==> config.mk <==
export PLATFORM = sky130hd
export DESIGN_NAME = elo_sqrt
export DESIGN_NICKNAME = d
export VERILOG_FILES = /design/src/rtl/edge_length_octilinearity_criterion_top_defines.svh /design/src/rtl/elo_pkg.sv /design/src/rtl/elo_sqrt.sv
export SDC_FILE = /design/constraint.sdc
export NUM_CORES = 1
export LEC_CHECK = 0
export ABC_AREA = 1
export BUFFER_PORTS_ARGS = -buffer_cell sky130_fd_sc_hd__buf_2
export CAP_MARGIN = 20
export CELL_PAD_IN_SITES_DETAIL_PLACEMENT = 1
export CELL_PAD_IN_SITES_GLOBAL_PLACEMENT = 1
export CORE_MARGIN = 2
export CORE_UTILIZATION = 40
export DETAILED_ROUTE_END_ITERATION = 12
export PLACE_DENSITY = 0.75
export SKIP_CTS_REPAIR_TIMING = 1
export SLEW_MARGIN = 40
export SYNTH_ARGS = -nofsm -noshare
export SYNTH_HDL_FRONTEND = slang
export SYNTH_SLANG_ARGS = --single-unit
==> constraint.sdc <==
create_clock -name clk -period 8.8 [get_ports clk]
set_clock_uncertainty 0.2 [all_clocks]
set_input_delay 0.44 -clock clk [delete_from_list [all_inputs] [get_ports clk]]
set_output_delay 0.44 -clock clk [all_outputs]
set_load 0.01 [all_outputs]
==> src/rtl/edge_length_octilinearity_criterion_top_defines.svh <==
// assertion macros for the edge length and octilinearity criterion block
`ifndef EDGE_LENGTH_OCTILINEARITY_CRITERION_TOP_DEFINES_SVH
`define EDGE_LENGTH_OCTILINEARITY_CRITERION_TOP_DEFINES_SVH
`ifndef NO_ASSERTIONS
// condition now implies property in the same cycle
`define ELO_ASSERT_NOW(label, cond, prop, msg) \
  label: assert property (@(posedge clk) disable iff (!rst_n) (cond) |-> (prop)) \
    else $error(msg);
// condition now implies property in the next cycle
`define ELO_ASSERT_NEXT(label, cond, prop, msg) \
  label: assert property (@(posedge clk) disable iff (!rst_n) (cond) |=> (prop)) \
    else $error(msg);
`else
`define ELO_ASSERT_NOW(label, cond, prop, msg)
`define ELO_ASSERT_NEXT(label, cond, prop, msg)
`endif
`endif

==> src/rtl/elo_pkg.sv <==
// shared types and constants of the edge criterion block
package elo_pkg;

  // sequencer states, one-hot
  typedef enum logic [20:0] {
    S_IDLE = 21'h000001,
    S_ABS  = 21'h000002,
    S_SQA  = 21'h000004,
    S_SQB  = 21'h000008,
    S_ROOT = 21'h000010,
    S_NORM = 21'h000020,
    S_RR   = 21'h000040,
    S_RB   = 21'h000080,
    S_RP   = 21'h000100,
    S_PMS  = 21'h000200,
    S_PM   = 21'h000400,
    S_SS   = 21'h000800,
    S_FGO  = 21'h001000,
    S_WSQ  = 21'h002000,
    S_LGO  = 21'h004000,
    S_WDIV = 21'h008000,
    S_TERM = 21'h010000,
    S_MLW  = 21'h020000,
    S_MOW  = 21'h040000,
    S_ACC  = 21'h080000,
    S_OUT  = 21'h100000
  } elo_state_t;

  // register indexes on the configuration port
  localparam logic [1:0] REG_TARGET  = 2'd0;
  localparam logic [1:0] REG_LWEIGHT = 2'd1;
  localparam logic [1:0] REG_OWEIGHT = 2'd2;

  // reset values of the registers
  localparam logic [22:0] TARGET_RST  = 23'd256;
  localparam logic [15:0] WEIGHT_RST  = 16'd256;

  // saturation limits and special values
  localparam logic [31:0] TERM_MAX    = 32'hFFFF_FFFF;
  localparam logic [55:0] TOTAL_MAX   = 56'hFF_FFFF_FFFF_FFFF;
  localparam logic [16:0] OCTI_ONE    = 17'h10000;

  // status of a serial arithmetic unit
  typedef struct packed {
    logic busy;
  } elo_unit_st_t;

endpackage

==> src/rtl/elo_sqrt.sv <==
// bit-serial integer square root, one result bit per cycle
module elo_sqrt import elo_pkg::*; (
  input  logic         clk,
  input  logic         rst_n,
  input  logic         start_i,
  input  logic [62:0]  n_i,
  output elo_unit_st_t st_o,
  output logic [31:0]  root_o
);

  logic        busy_r;
  logic [5:0]  cnt_r;
  logic [62:0] n_r;
  logic [62:0] res_r;
  logic [62:0] bit_r;
  logic [63:0] trial;
  logic        ge;

  // trial subtraction of the current root bit
  assign trial = {1'b0, res_r} + {1'b0, bit_r};
  assign ge    = {1'b0, n_r} >= trial;

  // control
  always_ff @(posedge clk) begin
    if (!rst_n) begin
      busy_r <= 1'b0;
      cnt_r  <= '0;
    end else if (start_i) begin
      busy_r <= 1'b1;
      cnt_r  <= 6'd32;
    end else if (busy_r) begin
      cnt_r <= cnt_r - 6'd1;
      if (cnt_r == 6'd1) begin
        busy_r <= 1'b0;
      end
    end
  end

  // datapath
  always_ff @(posedge clk) begin
    if (start_i) begin
      n_r   <= n_i;
      res_r <= '0;
      bit_r <= {1'b1, 62'd0};
    end else if (busy_r) begin
      if (ge) begin
        n_r   <= n_r - trial[62:0];
        res_r <= (res_r >> 1) + bit_r;
      end else begin
        res_r <= res_r >> 1;
      end
      bit_r <= bit_r >> 2;
    end
  end

  assign st_o.busy = busy_r;
  assign root_o    = res_r[31:0];

endmodule

==> Word level (Yosys, flattened, before mapping) <==
Cells that the tools add are included.
{ "totals": {"register_bits": 165, "inputBits": 66, "out_inout_bits": 33} }
{ "classes": {"n_addsub": 4, "order_cmp": 1, "n_eq_ne": 1, "n_mux": 9, "bitwise_logic": 1, "reduce_logical": 4} }
{ "ops": {"columns": ["op", "count"], "rows": [
  ["63-bit 2-to-1 mux", 4],
  ["63-bit by 63-bit adder with 64-bit output", 1],
  ["63-bit by 64-bit greater-or-equal comparator with 1-bit output", 1],
  ["62-bit by 63-bit adder with 63-bit output", 1],
  ["63-bit subtractor", 1],
  ["6-bit 2-to-1 mux", 2],
  ["6-bit by 1-bit equality test with 1-bit output, second input constant", 1],
  ["6-bit by 1-bit subtractor with 6-bit output, second input constant", 1],
  ["2-bit nonzero test", 2],
  ["1-bit 2-to-1 mux", 3],
  ["2-bit AND reduction", 1],
  ["2-bit OR reduction", 1],
  ["1-bit NOT", 1]
]} }

==> Logic depth before layout (Yosys ltp) <==
Gate-level depths: netlist of run 1.
{ "logic_depth": {"depth_word": 5, "mapped_depth": 32, "mapped_depth_nobuf": 31} }

==> Worst setup path after synthesis of run 1 <==
No wires, ideal clock.
{ "synth_timing": {"kind": "register to register", "from": "register res_r[4]", "to": "register n_r[0], enable pin", "setup_ps": 522, "arrival_time_ps": 6480, "t_required_ps": 8078, "slack_ps": 1598, "path_stages_with_launch": 23, "path_cell_list": "dfxtp_1 ha_1 nand2_1 o21bai_1 nor2_1 nor2_1 nand2_1 nand2_1 inv_1 o21ai_1 nand4_1 nand2_1 xor2_1 ha_1 nand2_1 inv_1 a21oi_1 o21ai_0 a21o_1 nand3_2 buf_6 buf_2 a31oi_1"} }
{ "synth_between": {"elab_chain_len": 4} }
{ "synth_rtl": {"columns": ["item", "line", "rtl"], "rows": [
  ["from (decl)", "elo_sqrt.sv:14", "logic [62:0] res_r;"],
  ["from (signal assigned)", "elo_sqrt.sv:48", "res_r <= (res_r >> 1) + bit_r;"],
  ["from (signal assigned)", "elo_sqrt.sv:50", "res_r <= res_r >> 1;"],
  ["63-bit by 63-bit adder with 64-bit output", "elo_sqrt.sv:20", "assign trial = {1'b0, res_r} + {1'b0, bit_r};"],
  ["63-bit by 64-bit greater-or-equal comparator with 1-bit output", "elo_sqrt.sv:21", "assign ge = {1'b0, n_r} >= trial;"],
  ["2-bit nonzero test (no line)", null, null],
  ["2-bit AND reduction (no line)", null, null],
  ["to (signal assigned)", "elo_sqrt.sv:42", "n_r <= n_i;"],
  ["to (signal assigned)", "elo_sqrt.sv:47", "n_r <= n_r - trial[62:0];"],
  ["to (decl)", "elo_sqrt.sv:13", "logic [62:0] n_r;"]
]} }
Every way passes these cells.
A chain may end at the register's enable or synchronous reset.

==> Final worst setup path of run 1 <==
{ "layout_timing": {"from": "register res_r[26]", "to": "register res_r[47]"} }
{ "layout_between": {"elab_chain_len": 3, "elab_cells_between_ends": 4, "cone_classes": "add/sub (2); order compare (1); mux (1)"} }
{ "layout_rtl": {"columns": ["item", "line", "rtl"], "rows": [
  ["63-bit by 63-bit adder with 64-bit output", "elo_sqrt.sv:20", null],
  ["63-bit by 64-bit greater-or-equal comparator with 1-bit output", "elo_sqrt.sv:21", null],
  ["63-bit 2-to-1 mux (*)", "elo_sqrt.sv:46", "if (ge) begin"]
]} }
Every way passes the cells marked *; elsewhere a longest branch is shown, timed or not.

==> flow_metrics.tcl, run 1 <==
set metrics [dict create \
    seq_area_frac_synth 0.204 \
    critPathArrivalTime_ps 6920 \
    die_w_um 223 \
    io_pins 99 \
    layout.nets 3518 \
    crit_required_ps 9000 \
    worst_path_most_repeated_cell "nand2_1" \
    rsz0062_at_grt "no" \
    antenna_found_initial 0 \
    place_area_um2 20000 \
    dp_hpwl_um 73100 \
    setup_violations 0 \
    ys_warn_count 0 \
    areaGrowthSynthToFinish_pct 7.16 \
    synth_cells 3287 \
    finalCriticalPeriod_ps 6720 \
    worstMarginPinSlew_ps 873 \
    cts_buffers 17 \
    cts_max_path_buffers 2 \
    n_antenna_cell 0 \
    grt_overflow 0 \
    dp_cells 3917 \
    start_util 0.404 \
    worstSetupStartpointType "flop" \
    io_buffers 98 \
    gp_congestion 1.03 \
    path_buf_inv 3 \
    peakVddDrop_uv 160 \
    syn_nets 3484 \
    clk_latency_ps 510 \
    min_period_over_period 0.764 \
    grt_usage 0.352 \
    grt_pass1_vias 23200 \
    violations "negative hold slack" \
    hold_class "in -> reg" \
    drive_above_1_share 0.0651 \
    p_per_area_nw_per_um2 259 \
    wire_per_inst_um 22.2 \
    grt_max_degree 74 \
    power.leakage_uw 0.00935 \
    crit_path_max_incr_delay_ps 710 \
    drc 0 \
    dieArea_um2 49900 \
    syn_avg_cell_area_um2 5.86 \
    hold_viol 1 \
    core-area_um2 47600 \
    dr.pass1.iters 5 \
    die_y_um 223 \
    cp_max_fo 33 \
    layoutNonFillerInstCount 3949 \
    timing.fmax_mhz 149 \
    totalWireLength_um 87800 \
    synth.distinct_cells 49 \
    status "finished, violations left" \
    grt_pass1_wl_um 133000 \
    fin_tns_setup_ps 0 \
    cp_slowest_cell "o21ai_0" \
    vias_per_cell 5.61 \
    h-tree-depth 4 \
    route.vias.total 22200 \
    synth_flop_cell "dfxtp_1" \
    synth-seq-cells 165 \
    drt_iter0_drc 1430 \
    crit_type "reg -> reg" \
    cts_sinks 165 \
    antenna_left 0 \
    endpoint_kind "flop" \
    crit_family "simple AND/OR/NAND/NOR gates" \
    synthArstFlopShare 0 \
    whs_ps -8.47 \
    slew_headroom 0.412 \
    finalInstanceArea_um2 20600 \
    cts_root_buffer "clkbuf_16" \
    synth_edf_count 63 \
    final_max_slew_viol_count 0 \
    cts_tree "built" \
    drv_cap 0 \
    netlist_area_um2 19300 \
    clk_pin_slew_ps 70 \
    num_rows 80 \
]
stage by stage:
stage,hold slack [ps],total power (uW),setup slack [ps],util
2_1_floorplan,248,3450,1600,-
3_3_place_gp,270,4360,2340,0.421
3_5_place_dp,282,4460,2320,0.421
4_1_cts,-41.0,5300,2290,0.433
5_1_grt,0.510,5730,1670,0.433
6_report,-8.47,5340,2080,0.433
tightest hold or removal path: stages:
cell,delay [ps]
buf_2,110
o31ai_1,60
a31oi_1,40
sequential cells by signal, summed over array words and instances (netlist names):
name and cells:
n_r 63, bit_r 32, st_o 1, cnt_r 6
res_r 63
layout by cell type, fill, tap and decap left out, types with 55 or more instances in the layout:
| cell | n |
|---|---|
| a21oi_1 | 191 |
| edfxtp_1 | 63 |
| nand2_1 | 1030 |
| nand3_1 | 282 |
| ha_1 | 130 |
| xor2_1 | 55 |
| o21ai_0 | 185 |
| inv_1 | 475 |
| nor2_1 | 332 |
| dfxtp_1 | 102 |
| buf_2 | 97 |
layer usage:
| layer | GRT usage | up-vias | share of wire |
|---|---|---|---|
| li1 | - | 10700 | - |
| met1 | 0.427 | 10700 | 0.43 |
| met2 | 0.605 | 612 | 0.47 |
| met3 | 0.0428 | 196 | 0.042 |
| met4 | 0.192 | 0 | 0.058 |
| met5 | 0 | - | 0 |
final timing paths:
| kind | startpoint | to | slack [ps] | depth (start not counted) |
|---|---|---|---|---|
| min | rst_n | cnt_r[5]$_SDFFE_PN0P_ | -8 | 3 |
| max reg2reg | res_r[26]$_SDFFE_PP0P_ | res_r[47]$_SDFFE_PP0P_ | 2080 | 26 |
| min reg2reg | cnt_r[5]$_SDFFE_PN0P_ | cnt_r[5]$_SDFFE_PN0P_ | 290 | 2 |
| max | res_r[26]$_SDFFE_PP0P_ | res_r[47]$_SDFFE_PP0P_ | 2080 | 26 |
cells in the mapped netlist (12+ instances only):
library cell / count / area, um^2
nand3_1: 282 / 1410
inv_1: 477 / 1790
nand3b_1: 16 / 120
a31oi_1: 14 / 87.6
nor4_1: 13 / 81.3
dfxtp_1: 102 / 2040
a21o_1: 15 / 113
nand4_1: 34 / 213
clkbuf_1: 31 / 116
o21bai_1: 27 / 203
nand2_1: 1030 / 3870
o22ai_1: 31 / 194
edfxtp_1: 63 / 1890
o21ai_1: 12 / 60.1
xor2_1: 55 / 482
or2_2: 28 / 175
buf_2: 12 / 60.1
xnor2_1: 44 / 385
nor3_1: 29 / 145
buf_4: 35 / 263
o21ai_0: 185 / 926
nand3_2: 20 / 200
nor2_1: 334 / 1250
ha_1: 130 / 1630
a21oi_1: 191 / 956
final cells by class:
cell class / instances / area [um^2]
Clock buffer: 20 / 468
Inverter: 479 / 1800
Fill cell: 6688 / 27000
Tap cell: 615 / 769
Sequential cell: 165 / 3930
Multi-Input combinational cell: 2549 / 13000
Timing Repair Buffer: 109 / 579
Clock inverter: 12 / 126
cells by family (layout without fill, tap and decap cells):
kind of cell / after synthesis / in the layout / synth area share
simple gates: 1811 / 1811 / 0.396
flops: 165 / 165 / 0.204
buf+inv: 573 / 620 / 0.124
fa+ha+maj: 131 / 131 / 0.0855
xor+xnor: 99 / 99 / 0.0450
compound gates: 508 / 508 / 0.145
where the power goes:
group	switching, uW	internal, uW	total, uW	leakage [uW]
Clock	401	423	824	0.000297
Combinational	2250	1020	3270	0.00760
Sequential	212	1040	1250	0.00145
Power figures use the tool's default switching activity.
==> inputs of run 2 (changes only) <==
--- a/config.mk
+++ b/config.mk
@@ -13,7 +13,7 @@
 export CORE_MARGIN = 2
 export CORE_UTILIZATION = 40
 export DETAILED_ROUTE_END_ITERATION = 12
-export PLACE_DENSITY = 0.75
+export PLACE_DENSITY = 0.78
 export SKIP_CTS_REPAIR_TIMING = 1
 export SLEW_MARGIN = 40
 export SYNTH_ARGS = -nofsm -noshare
==> constraint.sdc (replaced) <==
create_clock -name clk -period 6 [get_ports clk]
set_clock_uncertainty 0.2 [all_clocks]
set_input_delay 0.3 -clock clk [delete_from_list [all_inputs] [get_ports clk]]
set_output_delay 0.3 -clock clk [all_outputs]
set_load 0.01 [all_outputs]
==> flow_metrics.tcl, run 2 (synthesis gave the netlist of run 1 again) <==
set metrics [dict create \
    status "complete, no violations" \
    finalCriticalPeriod_ps 5700 \
    top_regs "n_r (63), res_r (63), bit_r (32)" \
    fill_cells 6735 \
    p_per_area_nw_per_um2 374 \
    die_w_um 223 \
    endpoint_kind "flop" \
    drive_above_1_share 0.0724 \
    grt_pass1_wl_um 136000 \
    cts_max_path_buffers 2 \
    layout.nets 3611 \
    start_util 0.404 \
    clk_pin_slew_ps 80 \
    p_clk_frac 0.147 \
    cts_tree "built" \
    min_period_over_period 0.950 \
    final_core_util 0.453 \
    worstSetupStartpointType "flop" \
    drt_iter0_drc 1582 \
    route.vias.total 22800 \
    cts_root_buffer "clkbuf_16" \
    grt_max_degree 70 \
    final_cell_mix "nand2_1, inv_1, nor2_1" \
    timing.fmax_mhz 176 \
    dr.pass1.iters 5 \
    core-area_um2 47600 \
    cp_max_fo 20 \
    dieArea_um2 49900 \
    die_y_um 223 \
    power_uw 8060 \
    grt_overflow 0 \
    vias_per_cell 5.63 \
    antenna_found_initial 1 \
    hold_class "in -> reg" \
    clk_latency_ps 510 \
    cts_buffers 17 \
    p_switching_uw 4320 \
    power_frac_seq 0.216 \
    worstMarginPinSlew_ps 844 \
    grt_pass1_vias 23600 \
    slew_headroom 0.431 \
    antenna_left 0 \
    setup_violations 0 \
    io_buffers 98 \
    crit_required_ps 6010 \
    dp_hpwl_um 75800 \
    critPathArrivalTime_ps 5710 \
    final_max_slew_viol_count 0 \
    peakVddDrop_uv 255 \
    io_pins 99 \
    num_rows 80 \
    h-tree-depth 4 \
    finalInstanceArea_um2 21600 \
    place_area_um2 20300 \
    power_frac_comb 0.636 \
    crit_type "reg -> reg" \
    power.leakage_uw 0.00979 \
    drv_cap 0 \
    rsz0062_at_grt "no" \
    internal_power_uw 3750 \
    wire_per_inst_um 22.8 \
    fin_tns_setup_ps 0 \
    cts_sinks 165 \
    final_common_cell "nand2_1" \
    swShare 0.535 \
    gp_congestion 1.07 \
    hold_viol 0 \
    areaGrowthSynthToFinish_pct 12.0 \
    grt_usage 0.363 \
    drc 0 \
    totalWireLength_um 92200 \
]
==> run 2: cell count changes in the layout (fill, tap and decap cells not counted), moves of 2 or more <==
cell,before,now
clkbuf_8,1,3
buf_4,11,36
dlygate4sd3_1,0,62
buf_12,0,6
clkinv_2,3,1
==> run 2: final timing paths <==
check | startpoint | endpoint | slack, ps | cells past startpoint
setup reg to reg | res_r[4]$_SDFFE_PP0P_ | n_r[2]$_DFFE_PP_ | 300 | 21
hold / removal | n_i[38] | n_r[38]$_DFFE_PP_ | 4 | 3
setup / recovery | res_r[4]$_SDFFE_PP0P_ | n_r[2]$_DFFE_PP_ | 300 | 21
hold reg to reg | res_r[0]$_SDFFE_PP0P_ | res_r[0]$_SDFFE_PP0P_ | 290 | 2
==> run 2: layout make-up <==
| type | count | area (um^2) | area share |
|---|---|---|---|
| tap | 615 | 769 | 0.0357 |
| inverter | 479 | 1800 | 0.0834 |
| timing repair buffer | 202 | 1510 | 0.0700 |
| sequential | 165 | 3930 | 0.182 |
| clock inverter | 11 | 105 | 0.00487 |
| antenna | 1 | 2.50 | 0.000116 |
| multi-input combinational | 2549 | 13000 | 0.601 |
| clock buffer | 21 | 482 | 0.0223 |
==> run 2: stage by stage <==
stage                     cells  hold slack [ps]  setup slack, ps
after detailed placement   3948              268              278
after CTS                  3980             -157              211
after floorplan            3287              229              196
after global placement     3948              271              445
after global routing       4043             39.7             35.5
final                      4043             4.12              303
==> run 2: power groups by stage <==
stage / Sequential (uW) / Clock [uW] / Combinational, uW
after detailed placement: 1760 / 0 / 4950
after floorplan: 1700 / 0 / 3350
after global routing: 1770 / 1230 / 5610
after global placement: 1750 / 0 / 4810
after CTS: 1730 / 1190 / 4980
final: 1750 / 1190 / 5130
==> run 2: layer usage <==
metal / track usage / share of wire
met2: 0.620 / 0.47
met5: 0 / 0
met1: 0.438 / 0.42
met4: 0.230 / 0.068
met3: 0.0346 / 0.044
==> run 2: critical path: stages, from the launching register on <==
cell and delay, ps:
dfxtp_1 380, ha_1 380, nand2_1 130, o21bai_1 280, nor2_1 90, nor2_1 180, nand2_1 90, nand2_1 120
inv_1 60, o21ai_1 480, nand4_1 200, nand2_1 170, xor2_1 340, ha_1 260, nand2_1 180, inv_1 90
a21oi_1 80, o21ai_0 280, a21o_1 190, nand3_2 300, a31oi_4 610, buf_12 250
